===== src/rtl/core/assert_macros.svh =====
// Assertion macros used by the RTL top level. Define NO_ASSERTIONS to compile them away.
`ifndef ASSERT_MACROS_SVH
`define ASSERT_MACROS_SVH
`ifndef NO_ASSERTIONS
`define TOVC_ASSERT_IMPLY(lbl, ante, cons) \
  lbl: assert property (@(posedge clk_i) disable iff (!rst_ni) (ante) |-> (cons)) \
    else $error("assertion failed");
`define TOVC_ASSERT_NEXT(lbl, ante, cons) \
  lbl: assert property (@(posedge clk_i) disable iff (!rst_ni) (ante) |=> (cons)) \
    else $error("assertion failed");
`else
`define TOVC_ASSERT_IMPLY(lbl, ante, cons)
`define TOVC_ASSERT_NEXT(lbl, ante, cons)
`endif
`endif


===== src/rtl/core/tovc_pkg.sv =====
// ----------------------------------------------------------------------------
// tovc_pkg
// Types and codes shared by the tank overflow valve controller modules.
// ----------------------------------------------------------------------------
package tovc_pkg;

  localparam int unsigned LevelW   = 10;
  localparam int unsigned CountW   = 16;
  localparam int unsigned CfgIdxW  = 3;
  localparam int unsigned CfgDataW = 16;
  localparam int unsigned ModeW    = 3;
  localparam int unsigned PatW     = 2;

  // Machine states.
  localparam logic [ModeW-1:0] ModeOk         = 3'd0;
  localparam logic [ModeW-1:0] ModeOverStart  = 3'd1;
  localparam logic [ModeW-1:0] ModeOverWait   = 3'd2;
  localparam logic [ModeW-1:0] ModeRecover    = 3'd3;
  localparam logic [ModeW-1:0] ModeHandStart  = 3'd4;
  localparam logic [ModeW-1:0] ModeHandWait   = 3'd5;
  localparam logic [ModeW-1:0] ModeHandOver   = 3'd6;

  // LED strip patterns.
  localparam logic [PatW-1:0] PatLevel   = 2'd0;
  localparam logic [PatW-1:0] PatRainbow = 2'd1;
  localparam logic [PatW-1:0] PatSpinner = 2'd2;
  localparam logic [PatW-1:0] PatWarning = 2'd3;

  // Configuration register indexes.
  localparam logic [CfgIdxW-1:0] CfgMaxLevel   = 3'd0;
  localparam logic [CfgIdxW-1:0] CfgHyst       = 3'd1;
  localparam logic [CfgIdxW-1:0] CfgHandHyst   = 3'd2;
  localparam logic [CfgIdxW-1:0] CfgAbsMax     = 3'd3;
  localparam logic [CfgIdxW-1:0] CfgTimeout    = 3'd4;

  // Item kinds.
  localparam logic KindPoll   = 1'b0;
  localparam logic KindManual = 1'b1;

  typedef struct packed {
    logic [LevelW-1:0] max_level;
    logic [LevelW-1:0] hysteresis;
    logic [LevelW-1:0] hand_hysteresis;
    logic [LevelW-1:0] absolute_max;
    logic [CountW-1:0] timeout_polls;
  } cfg_t;

  typedef struct packed {
    logic              kind;
    logic [LevelW-1:0] level;
    logic              button_pressed;
    logic              manual_value;
  } item_t;

  typedef struct packed {
    logic             valve_on;
    logic             switch_led_on;
    logic [PatW-1:0]  led_pattern;
    logic [ModeW-1:0] mode;
    logic             manual_flag;
  } result_t;

endpackage


===== src/rtl/core/tovc_cfg_regs.sv =====
// ----------------------------------------------------------------------------
// tovc_cfg_regs
// Configuration register file with reset defaults; writes are registered.
// ----------------------------------------------------------------------------
module tovc_cfg_regs (
  input  logic                          clk_i,
  input  logic                          rst_ni,
  input  logic                          we_i,
  input  logic [tovc_pkg::CfgIdxW-1:0]  idx_i,
  input  logic [tovc_pkg::CfgDataW-1:0] data_i,
  output tovc_pkg::cfg_t                cfg_o
);

  tovc_pkg::cfg_t cfg_q;
  tovc_pkg::cfg_t cfg_d;

  always_comb begin
    cfg_d = cfg_q;
    if (we_i) begin
      case (idx_i)
        tovc_pkg::CfgMaxLevel: cfg_d.max_level       = data_i[tovc_pkg::LevelW-1:0];
        tovc_pkg::CfgHyst:     cfg_d.hysteresis      = data_i[tovc_pkg::LevelW-1:0];
        tovc_pkg::CfgHandHyst: cfg_d.hand_hysteresis = data_i[tovc_pkg::LevelW-1:0];
        tovc_pkg::CfgAbsMax:   cfg_d.absolute_max    = data_i[tovc_pkg::LevelW-1:0];
        tovc_pkg::CfgTimeout:  cfg_d.timeout_polls   = data_i[tovc_pkg::CountW-1:0];
        default: ;
      endcase
    end
  end

  always_ff @(posedge clk_i or negedge rst_ni) begin
    if (!rst_ni) begin
      cfg_q.max_level       <= 10'd900;
      cfg_q.hysteresis      <= 10'd50;
      cfg_q.hand_hysteresis <= 10'd30;
      cfg_q.absolute_max    <= 10'd980;
      cfg_q.timeout_polls   <= 16'd1000;
    end else begin
      cfg_q <= cfg_d;
    end
  end

  assign cfg_o = cfg_q;

endmodule


===== src/rtl/core/tovc_fsm.sv =====
// ----------------------------------------------------------------------------
// tovc_fsm
// Valve state machine: state registers and the one-step update per item.
// ----------------------------------------------------------------------------
module tovc_fsm (
  input  logic                clk_i,
  input  logic                rst_ni,
  input  tovc_pkg::cfg_t      cfg_i,
  input  logic                step_i,
  input  tovc_pkg::item_t     item_i,
  output tovc_pkg::result_t   res_o
);

  logic [tovc_pkg::ModeW-1:0]  mode_q, mode_d;
  logic                        valve_q, valve_d;
  logic                        manual_q, manual_d;
  logic                        swled_q, swled_d;
  logic [tovc_pkg::PatW-1:0]   pat_q, pat_d;
  logic [tovc_pkg::LevelW-1:0] start_q, start_d;
  logic [tovc_pkg::CountW-1:0] elapsed_q, elapsed_d;

  logic [tovc_pkg::LevelW:0] lvl_plus_hyst;
  logic [tovc_pkg::LevelW:0] lvl_plus_hhyst;
  logic [tovc_pkg::LevelW:0] start_plus_hhyst;
  logic                      timed_out;

  // Signed threshold compares are done as unsigned sums on the other side.
  assign lvl_plus_hyst    = {1'b0, item_i.level} + {1'b0, cfg_i.hysteresis};
  assign lvl_plus_hhyst   = {1'b0, item_i.level} + {1'b0, cfg_i.hand_hysteresis};
  assign start_plus_hhyst = {1'b0, start_q} + {1'b0, cfg_i.hand_hysteresis};
  assign timed_out        = (elapsed_q >= cfg_i.timeout_polls);

  always_comb begin
    mode_d    = mode_q;
    valve_d   = valve_q;
    manual_d  = manual_q;
    swled_d   = swled_q;
    pat_d     = pat_q;
    start_d   = start_q;
    elapsed_d = elapsed_q;
    if (item_i.kind == tovc_pkg::KindManual) begin
      manual_d = item_i.manual_value;
    end else begin
      case (mode_q)
        tovc_pkg::ModeOk: begin
          if (item_i.level > cfg_i.max_level) mode_d = tovc_pkg::ModeOverStart;
        end
        tovc_pkg::ModeOverStart: begin
          valve_d = 1'b0;
          swled_d = 1'b1;
          pat_d   = tovc_pkg::PatRainbow;
          mode_d  = tovc_pkg::ModeOverWait;
        end
        tovc_pkg::ModeOverWait: begin
          if (lvl_plus_hyst < {1'b0, cfg_i.max_level}) mode_d = tovc_pkg::ModeRecover;
          if (item_i.button_pressed || manual_q) mode_d = tovc_pkg::ModeHandStart;
        end
        tovc_pkg::ModeRecover: begin
          valve_d  = 1'b1;
          swled_d  = 1'b0;
          pat_d    = tovc_pkg::PatLevel;
          manual_d = 1'b0;
          mode_d   = tovc_pkg::ModeOk;
        end
        tovc_pkg::ModeHandStart: begin
          pat_d     = tovc_pkg::PatSpinner;
          swled_d   = 1'b0;
          valve_d   = 1'b1;
          start_d   = item_i.level;
          elapsed_d = '0;
          mode_d    = tovc_pkg::ModeHandWait;
        end
        tovc_pkg::ModeHandWait: begin
          // Later checks override earlier ones: fall-back beats overflow.
          if (({1'b0, item_i.level} > start_plus_hhyst) ||
              (item_i.level > cfg_i.absolute_max)) begin
            mode_d = tovc_pkg::ModeHandOver;
          end
          if (!manual_q && valve_q) mode_d = tovc_pkg::ModeOverStart;
          if (!timed_out) elapsed_d = elapsed_q + 1'b1;
          if (timed_out || (lvl_plus_hhyst < {1'b0, cfg_i.max_level})) begin
            mode_d = tovc_pkg::ModeOverStart;
          end
        end
        tovc_pkg::ModeHandOver: begin
          swled_d  = 1'b1;
          valve_d  = 1'b0;
          pat_d    = tovc_pkg::PatWarning;
          manual_d = 1'b0;
          mode_d   = tovc_pkg::ModeOverWait;
        end
        default: ;
      endcase
    end
  end

  always_ff @(posedge clk_i or negedge rst_ni) begin
    if (!rst_ni) begin
      mode_q    <= tovc_pkg::ModeRecover;
      valve_q   <= 1'b0;
      manual_q  <= 1'b0;
      swled_q   <= 1'b0;
      pat_q     <= tovc_pkg::PatLevel;
      start_q   <= '0;
      elapsed_q <= '0;
    end else if (step_i) begin
      mode_q    <= mode_d;
      valve_q   <= valve_d;
      manual_q  <= manual_d;
      swled_q   <= swled_d;
      pat_q     <= pat_d;
      start_q   <= start_d;
      elapsed_q <= elapsed_d;
    end
  end

  // The result reports the state after the item.
  assign res_o.valve_on      = valve_d;
  assign res_o.switch_led_on = swled_d;
  assign res_o.led_pattern   = pat_d;
  assign res_o.mode          = mode_d;
  assign res_o.manual_flag   = manual_d;

endmodule


===== src/rtl/core/tank_overflow_valve_controller.sv =====
// ----------------------------------------------------------------------------
// tank_overflow_valve_controller
// Input register, one-step valve state machine and a result register.
// ----------------------------------------------------------------------------
// A word waits in the input register until the result register is free.
// Throughput: one word per cycle while out_ready_i is high; the two registers
// form a two-deep pipeline, so one new word is taken while a result waits.
// Reset (rst_ni low, asynchronous) clears both stages, loads the register
// defaults and puts the machine in the recover state with the valve closed.
module tank_overflow_valve_controller (
  input  logic                          clk_i,
  input  logic                          rst_ni,
  input  logic                          cfg_we_i,
  input  logic [tovc_pkg::CfgIdxW-1:0]  cfg_idx_i,
  input  logic [tovc_pkg::CfgDataW-1:0] cfg_data_i,
  input  logic                          in_valid_i,
  output logic                          in_ready_o,
  input  logic                          in_kind_i,
  input  logic [tovc_pkg::LevelW-1:0]   in_level_i,
  input  logic                          in_button_pressed_i,
  input  logic                          in_manual_value_i,
  output logic                          out_valid_o,
  input  logic                          out_ready_i,
  output logic                          out_valve_on_o,
  output logic                          out_switch_led_on_o,
  output logic [tovc_pkg::PatW-1:0]     out_led_pattern_o,
  output logic [tovc_pkg::ModeW-1:0]    out_mode_o,
  output logic                          out_manual_flag_o
);

  tovc_pkg::cfg_t    cfg;
  tovc_pkg::item_t   item_q;
  tovc_pkg::result_t res_next;
  tovc_pkg::result_t res_q;
  logic              item_valid_q;
  logic              out_valid_q;
  logic              step;
  logic              in_fire;

  tovc_cfg_regs u_cfg (
    .clk_i  (clk_i),
    .rst_ni (rst_ni),
    .we_i   (cfg_we_i),
    .idx_i  (cfg_idx_i),
    .data_i (cfg_data_i),
    .cfg_o  (cfg)
  );

  // The item in the input register steps the machine when the result
  // register is free or being emptied in this cycle.
  assign step       = item_valid_q && (!out_valid_q || out_ready_i);
  assign in_ready_o = !item_valid_q || step;
  assign in_fire    = in_valid_i && in_ready_o;

  always_ff @(posedge clk_i or negedge rst_ni) begin
    if (!rst_ni) begin
      item_valid_q <= 1'b0;
    end else if (in_ready_o) begin
      item_valid_q <= in_valid_i;
    end
  end

  always_ff @(posedge clk_i) begin
    if (in_fire) begin
      item_q.kind           <= in_kind_i;
      item_q.level          <= in_level_i;
      item_q.button_pressed <= in_button_pressed_i;
      item_q.manual_value   <= in_manual_value_i;
    end
  end

  tovc_fsm u_fsm (
    .clk_i  (clk_i),
    .rst_ni (rst_ni),
    .cfg_i  (cfg),
    .step_i (step),
    .item_i (item_q),
    .res_o  (res_next)
  );

  always_ff @(posedge clk_i or negedge rst_ni) begin
    if (!rst_ni) begin
      out_valid_q <= 1'b0;
    end else if (step) begin
      out_valid_q <= 1'b1;
    end else if (out_ready_i) begin
      out_valid_q <= 1'b0;
    end
  end

  always_ff @(posedge clk_i) begin
    if (step) begin
      res_q <= res_next;
    end
  end

  assign out_valid_o         = out_valid_q;
  assign out_valve_on_o      = res_q.valve_on;
  assign out_switch_led_on_o = res_q.switch_led_on;
  assign out_led_pattern_o   = res_q.led_pattern;
  assign out_mode_o          = res_q.mode;
  assign out_manual_flag_o   = res_q.manual_flag;

`include "assert_macros.svh"

  // The valve is always closed while waiting out an overfill.
  `TOVC_ASSERT_IMPLY(a_overwait_closed, out_valid_o && (out_mode_o == tovc_pkg::ModeOverWait), !out_valve_on_o)
  // Hand filling runs with the valve open and the spinner pattern.
  `TOVC_ASSERT_IMPLY(a_handwait_open, out_valid_o && (out_mode_o == tovc_pkg::ModeHandWait), out_valve_on_o && (out_led_pattern_o == tovc_pkg::PatSpinner))
  // An empty result register never blocks the input side.
  `TOVC_ASSERT_IMPLY(a_ready_when_empty, !out_valid_o, in_ready_o)
  // A stepped item always produces a result in the next cycle.
  `TOVC_ASSERT_NEXT(a_step_gives_result, step, out_valid_o)

endmodule


===== config.mk =====
export PLATFORM = sky130hd
export DESIGN_NAME = tank_overflow_valve_controller
export DESIGN_NICKNAME = d
export VERILOG_FILES = /design/src/rtl/core/tovc_pkg.sv /design/src/rtl/core/tovc_cfg_regs.sv /design/src/rtl/core/tovc_fsm.sv /design/src/rtl/core/tank_overflow_valve_controller.sv
export VERILOG_INCLUDE_DIRS = /design/src /design/src/rtl/core
export SDC_FILE = /design/constraint.sdc
export NUM_CORES = 1
export LEC_CHECK = 0
export BUFFER_PORTS_ARGS = -buffer_cell sky130_fd_sc_hd__buf_2
export CORE_MARGIN = 3
export CORE_UTILIZATION = 58
export CTS_CLUSTER_SIZE = 25
export DETAILED_ROUTE_END_ITERATION = 16
export PLACE_DENSITY = 0.77
export SLEW_MARGIN = 20
export SYNTH_ARGS = -nofsm -noshare
export SYNTH_HDL_FRONTEND = slang
export SYNTH_SLANG_ARGS = --single-unit

===== constraint.sdc =====
create_clock -name clk_i -period 11.8 [get_ports clk_i]
set_clock_uncertainty 0.1 [all_clocks]
set_input_delay 1.77 -clock clk_i [delete_from_list [all_inputs] [get_ports clk_i]]
set_output_delay 1.77 -clock clk_i [all_outputs]
set_load 0.01 [all_outputs]

### Yosys cells after proc, flatten, opt, wreduce, memory -nomap -nowiden

Cells that the tools add are included.

* register bits: 113
* latch bits: 0
* RAM bits: 0
* memory bits (read-only): 0
* bits of input ports: 37
* output and inout port bits: 10
* word-level logic and storage cells: 90
* memories kept: 0

* add/subtract/negate cells: 4
* multipliers: 0
* divide/modulo/power cells: 0
* $lt $le $gt $ge: 6
* equality and inequality tests: 11
* shift-type cells: 0
* multiplexer cells: 20
* bitwise gates (word level): 1
* reduce and logical (&&, ||, !) cells: 25

Operator list (count)
* $add A10 B10 Y11: 3
* $pmux W16 S2: 1
* $lt A11 B10 Y1: 2
* $mux W3: 7
* $gt A10 B10 Y1: 2
* $pmux W3 S6: 1
* $add A16 B1 Y16 const B: 1
* $ge A16 B16 Y1: 1
* $mux W16: 1
* $eq A3 B2 Y1 const B: 4
* $eq A3 B3 Y1 const B: 4
* $gt A10 B11 Y1: 1
* $reduce_and A2 Y1: 5
* $pmux W2 S4: 1
* $eq A3 B1 Y1 const B: 2
* $logic_not A3 Y1: 2
* $mux W1: 6
* $reduce_or A2 Y1: 3
* $logic_or A1 B1 Y1: 5
* $pmux W1 S2: 2
* $reduce_and A4 Y1: 1
* $reduce_bool A2 Y1: 2
* $logic_and A1 B1 Y1: 3
* $logic_not A1 Y1: 3
* other kinds (4): 4

### Depth between registers and ports, before layout

* depth after elaboration: 8
* mapped depth: 17
* depth with buffers taken out: 17

### By module

From an unflattened synthesis, not the netlist that was laid out.

* cell total of the unflattened synthesis: 717
* area, all modules: 7587.3 sq um

By module, submodules not included
* tovc_fsm: instances 1, cells an instance 565, area an instance 4645.7 sq um
* tovc_cfg_regs: instances 1, cells an instance 123, area an instance 2207.1 sq um
* tank_overflow_valve_controller: instances 1, cells an instance 29, area an instance 734.5 sq um

### Worst setup path before layout

No wires, ideal clock.

* path kind: input to output
* start: input port out_ready_i
* end: output port in_ready_o
* data arrival time: 1.979 ns
* data required time: 9.930 ns
* setup slack: 7.951 ns
* stages on the path: 1
* path buffers: 0
* cell sequence: nand3b_1

* word-level cells in the longest chain between the ends: 3

Ends and longest elaborated chain
* from (decl): line tank_overflow_valve_controller.sv:23 `input logic out_ready_i,`
* $logic_or A1 B1 Y1: line tank_overflow_valve_controller.sv:51 `assign step = item_valid_q && (!out_valid_q || out_ready_i);`
* $logic_and A1 B1 Y1: line tank_overflow_valve_controller.sv:51
* $logic_or A1 B1 Y1: line tank_overflow_valve_controller.sv:52 `assign in_ready_o = !item_valid_q || step;`
* to (decl): line tank_overflow_valve_controller.sv:17 `output logic in_ready_o,`

Every way passes these cells.

==> results.json <==
{
  "std_cell_rows": 40,
  "ys_top_cells_by_count": "ha_1 (95), nand2_1 (69), dfrtp_1 (67)",
  "postCtsSetupRepairBufs": 0,
  "r2r_slack_ns": 7.58,
  "rr_worst_depth": 15,
  "synthDistinctLibCells": 66,
  "p_total_w": 0.00186,
  "cp-end-kind": "flop",
  "p_leak_nw": 3.81,
  "rsz0062_at_grt": "false",
  "start_util_pct": 60.3,
  "clkTransAtPathRegs_ns": 0.05,
  "ant_nets": 0,
  "crit_slowest_cell": "or4b_2",
  "critical_path_required_ns": 11.87,
  "cpPeakStageDelay_ns": 0.62,
  "final_net_count": 918,
  "syn_inst": 732,
  "cts_tree": "done",
  "cellPowerDensity_nw_per_um2": 222,
  "crit_chain": "ha_1, a21o_1, a21oi_1, nor2b_1, o21a_1, o41ai_2, or4b_2, o211ai_1, ha_1, o21ai_0, a211oi_1, nor2_1, a221oi_2, a211oi_1, nand2b_1",
  "core_um2": 12200,
  "maxSlewHeadroom_pct": 30.4,
  "die_width_um": 119,
  "diodes": 0,
  "synth.area.top_cells": "dfrtp_1 (23%), ha_1 (16%), dfstp_2 (8.9%)",
  "avgSynthCellArea_um2": 10.1,
  "worstMarginPinSlew_ns": 1.04,
  "start_kind": "flop",
  "netlist_area_um2": 7370,
  "synth_fp_nets": 867,
  "synth-seq-area-share_pct": 40.2,
  "async_reset_ff_share_pct": 81.4,
  "ys.flop_type": "dfrtp_1",
  "timing.fmax_mhz": 237,
  "place.gp.congestion": 0.942,
  "synth-edff-count": 21,
  "finalSetupViolCount": 0,
  "grt_pass1_wl_um": 29000,
  "max_cap_violations": 0,
  "h-tree-depth": 4,
  "vdd_drop_max_mv": 0.138,
  "critical_path_class": "flop to flop",
  "drc": 0,
  "place_hpwl_um": 12600,
  "yosysTopAreaCellShare_pct": 22.8,
  "grt_overflow": 0,
  "placed_area_um2": 7770,
  "hold_violations": 0,
  "holdPathStages": 2,
  "ioPinCount": 47,
  "dieArea_um2": 14100,
  "yosysTopAreaCell": "dfrtp_1",
  "portBuffers": 46,
  "first_pass_iters": 5,
  "ys_ff_latch": 113,
  "drive_above_1_share_pct": 20.2,
  "crit_family": "compound AO/OA/AOI/OAI gates",
  "grt_pass1_vias": 6032,
  "drt_iter0_markers": 370,
  "p_sw_w": 0.000657,
  "cts_sinks": 113,
  "holdPathEnd": "u_cfg.cfg_o[5]$_DFFE_PN1P_",
  "wl_per_cell_um": 18.0,
  "root_buffer": "clkbuf_16",
  "final.period_utilization_pct": 35.7,
  "p_comb_share_pct": 38.9,
  "hp-start": "u_cfg.cfg_o[5]$_DFFE_PN1P_",
  "setup-tns-final_ns": 0,
  "critical_path_arrival_ns": 4.29,
  "drv_slew": 0,
  "power.internal_w": 0.00121,
  "synth.most_common_cell": "ha_1",
  "period_needed_ns": 4.22,
  "finish.instance_area_um2": 8410,
  "holdCritPathClass": "flop to flop",
  "hold_buffers": 0,
  "yosysWarnings": 0,
  "die_h_um": 119,
  "grtUsageTotal_pct": 25.9,
  "cts.repair.resized": 0,
  "r2r_end": "out_mode_o[0]$_DFFE_PP_",
  "clk_latency_ns": 0.42,
  "crit_buf_inv": 0,
  "rr_startpoint": "item_q[3]$_DFFE_PP_",
  "cts_max_path_buffers": 2,
  "num_vias": 5810,
  "clock_power_share_pct": 29.2,
  "cts_buffers": 17,
  "cp_max_fo": 7,
  "outcome": "complete, no violations",
  "pwr-share-seq_pct": 31.9,
  "p_sw_share_pct": 35.3,
  "viasPerCell": 6.03,
  "antenna_found_initial": 0,
  "grt_max_degree": 59,
  "area_growth_syn_to_layout_pct": 14.1,
  "totalWireLength_um": 17300
}
## worst max-delay path by stage
stage                        start                       to  slack (ns)  depth (start not counted)
2_1_floorplan          out_ready_i               in_ready_o        7.95                          1
3_3_place_gp           out_ready_i               in_ready_o        7.74                          3
3_5_place_dp           out_ready_i               in_ready_o        7.72                          3
4_1_cts        item_q[3]$_DFFE_PP_  out_mode_o[0]$_DFFE_PP_        7.62                         15
5_1_grt        item_q[3]$_DFFE_PP_  out_mode_o[0]$_DFFE_PP_        7.26                         16
6_report       item_q[3]$_DFFE_PP_  out_mode_o[0]$_DFFE_PP_        7.58                         15
## stage by stage
stage / utilization [%] / hold WS [ns] / instances / setup slack (ns)
global placement: 63.7 / 0.390 / 932 / 7.74
global route: 68.8 / 0.428 / 964 / 7.26
finish: 68.8 / 0.411 / 964 / 7.58
CTS: 68.8 / 0.414 / 964 / 7.62
detailed placement: 63.7 / 0.403 / 932 / 7.72
floorplan: - / 0.379 / 732 / 7.95
## routing by layer
| layer | vias up | global-route usage, % | routed length (um) |
|---|---|---|---|
| met2 | 135 | 45.1 | 8950 |
| met4 | 0 | 10.5 | 517 |
| li1 | 2746 | - | - |
| met1 | 2879 | 30.6 | 7210 |
| met5 | - | 0 | 0 |
| met3 | 50 | 6.46 | 668 |
## cell families after synthesis
group / after synthesis / synth area share [%]
AO/OA/AOI/OAI: 169 / 15.5
AND/OR/NAND/NOR: 201 / 13.2
XOR/XNOR: 31 / 3.68
flip-flops: 113 / 40.2
buffers and inverters: 77 / 3.94
adder cells (fa/ha/maj): 98 / 16.9
multiplexers: 43 / 6.55
## placed cells by master, fill, tap and decap left out, drive strengths merged, types with 3 or more instances in the layout
| cell type | netlist | routed |
|---|---|---|
| nor2 | 43 | 43 |
| o2111ai | 4 | 4 |
| o21ai | 54 | 54 |
| a211oi | 11 | 11 |
| mux2 | 42 | 42 |
| a31oi | 3 | 3 |
| o41ai | 3 | 3 |
| a21oi | 37 | 37 |
| nor3b | 3 | 3 |
| a21o | 16 | 16 |
| dfstp | 25 | 25 |
| xor2 | 5 | 5 |
| nor4 | 6 | 6 |
| inv | 60 | 60 |
| o211ai | 4 | 4 |
| nor2b | 9 | 9 |
| o21a | 10 | 10 |
| ha | 95 | 95 |
| nand3 | 17 | 17 |
| clkbuf | 14 | 28 |
| nand2b | 12 | 12 |
| and4 | 4 | 4 |
| buf | 3 | 49 |
| fa | 3 | 3 |
| nor3 | 19 | 19 |
| dfrtp | 67 | 67 |
| nand3b | 3 | 3 |
| xnor2 | 26 | 26 |
| a2111oi | 7 | 7 |
| nand2 | 69 | 69 |
| edfxtp | 21 | 21 |
| nand4 | 7 | 7 |
| bufinv | 0 | 3 |
## area by class of cell
type	instances	area, um2
Timing Repair Buffer	49	255
Sequential cell	113	2960
Multi-Input combinational cell	542	4120
Tap cell	168	210
Clock inverter	4	95.1
Inverter	60	225
Clock buffer	28	537
Fill cell	951	3800
## state kept, by name, summed over array words and instances, names as in the netlist, 2 cells and up
register / cells
u_fsm.mode_q: 3
u_fsm.pat_q: 2
u_fsm.start_q: 10
item_q: 13
out_mode_o: 3
u_cfg.cfg_o: 56
u_fsm.elapsed_q: 16
out_led_pattern_o: 2
## power by group through the flow
| stage | sequential, W | combinational [W] | clock [W] |
|---|---|---|---|
| after floorplan | 0.000558 | 0.000561 | 0 |
| after global placement | 0.000593 | 0.000667 | 0 |
| after detailed placement | 0.000596 | 0.000710 | 0 |
| after CTS | 0.000592 | 0.000722 | 0.000550 |
| after global routing | 0.000607 | 0.000820 | 0.000570 |
| final | 0.000594 | 0.000726 | 0.000544 |
## worst min-delay path: cells and delay by family (launching register included)
kind / cells / cell delay (ns)
AO/OA/AOI/OAI: 1 / 0.08
buffers and inverters: 1 / 0.06
flip-flops: 1 / 0.36
(Power assumes the default switching activity.)
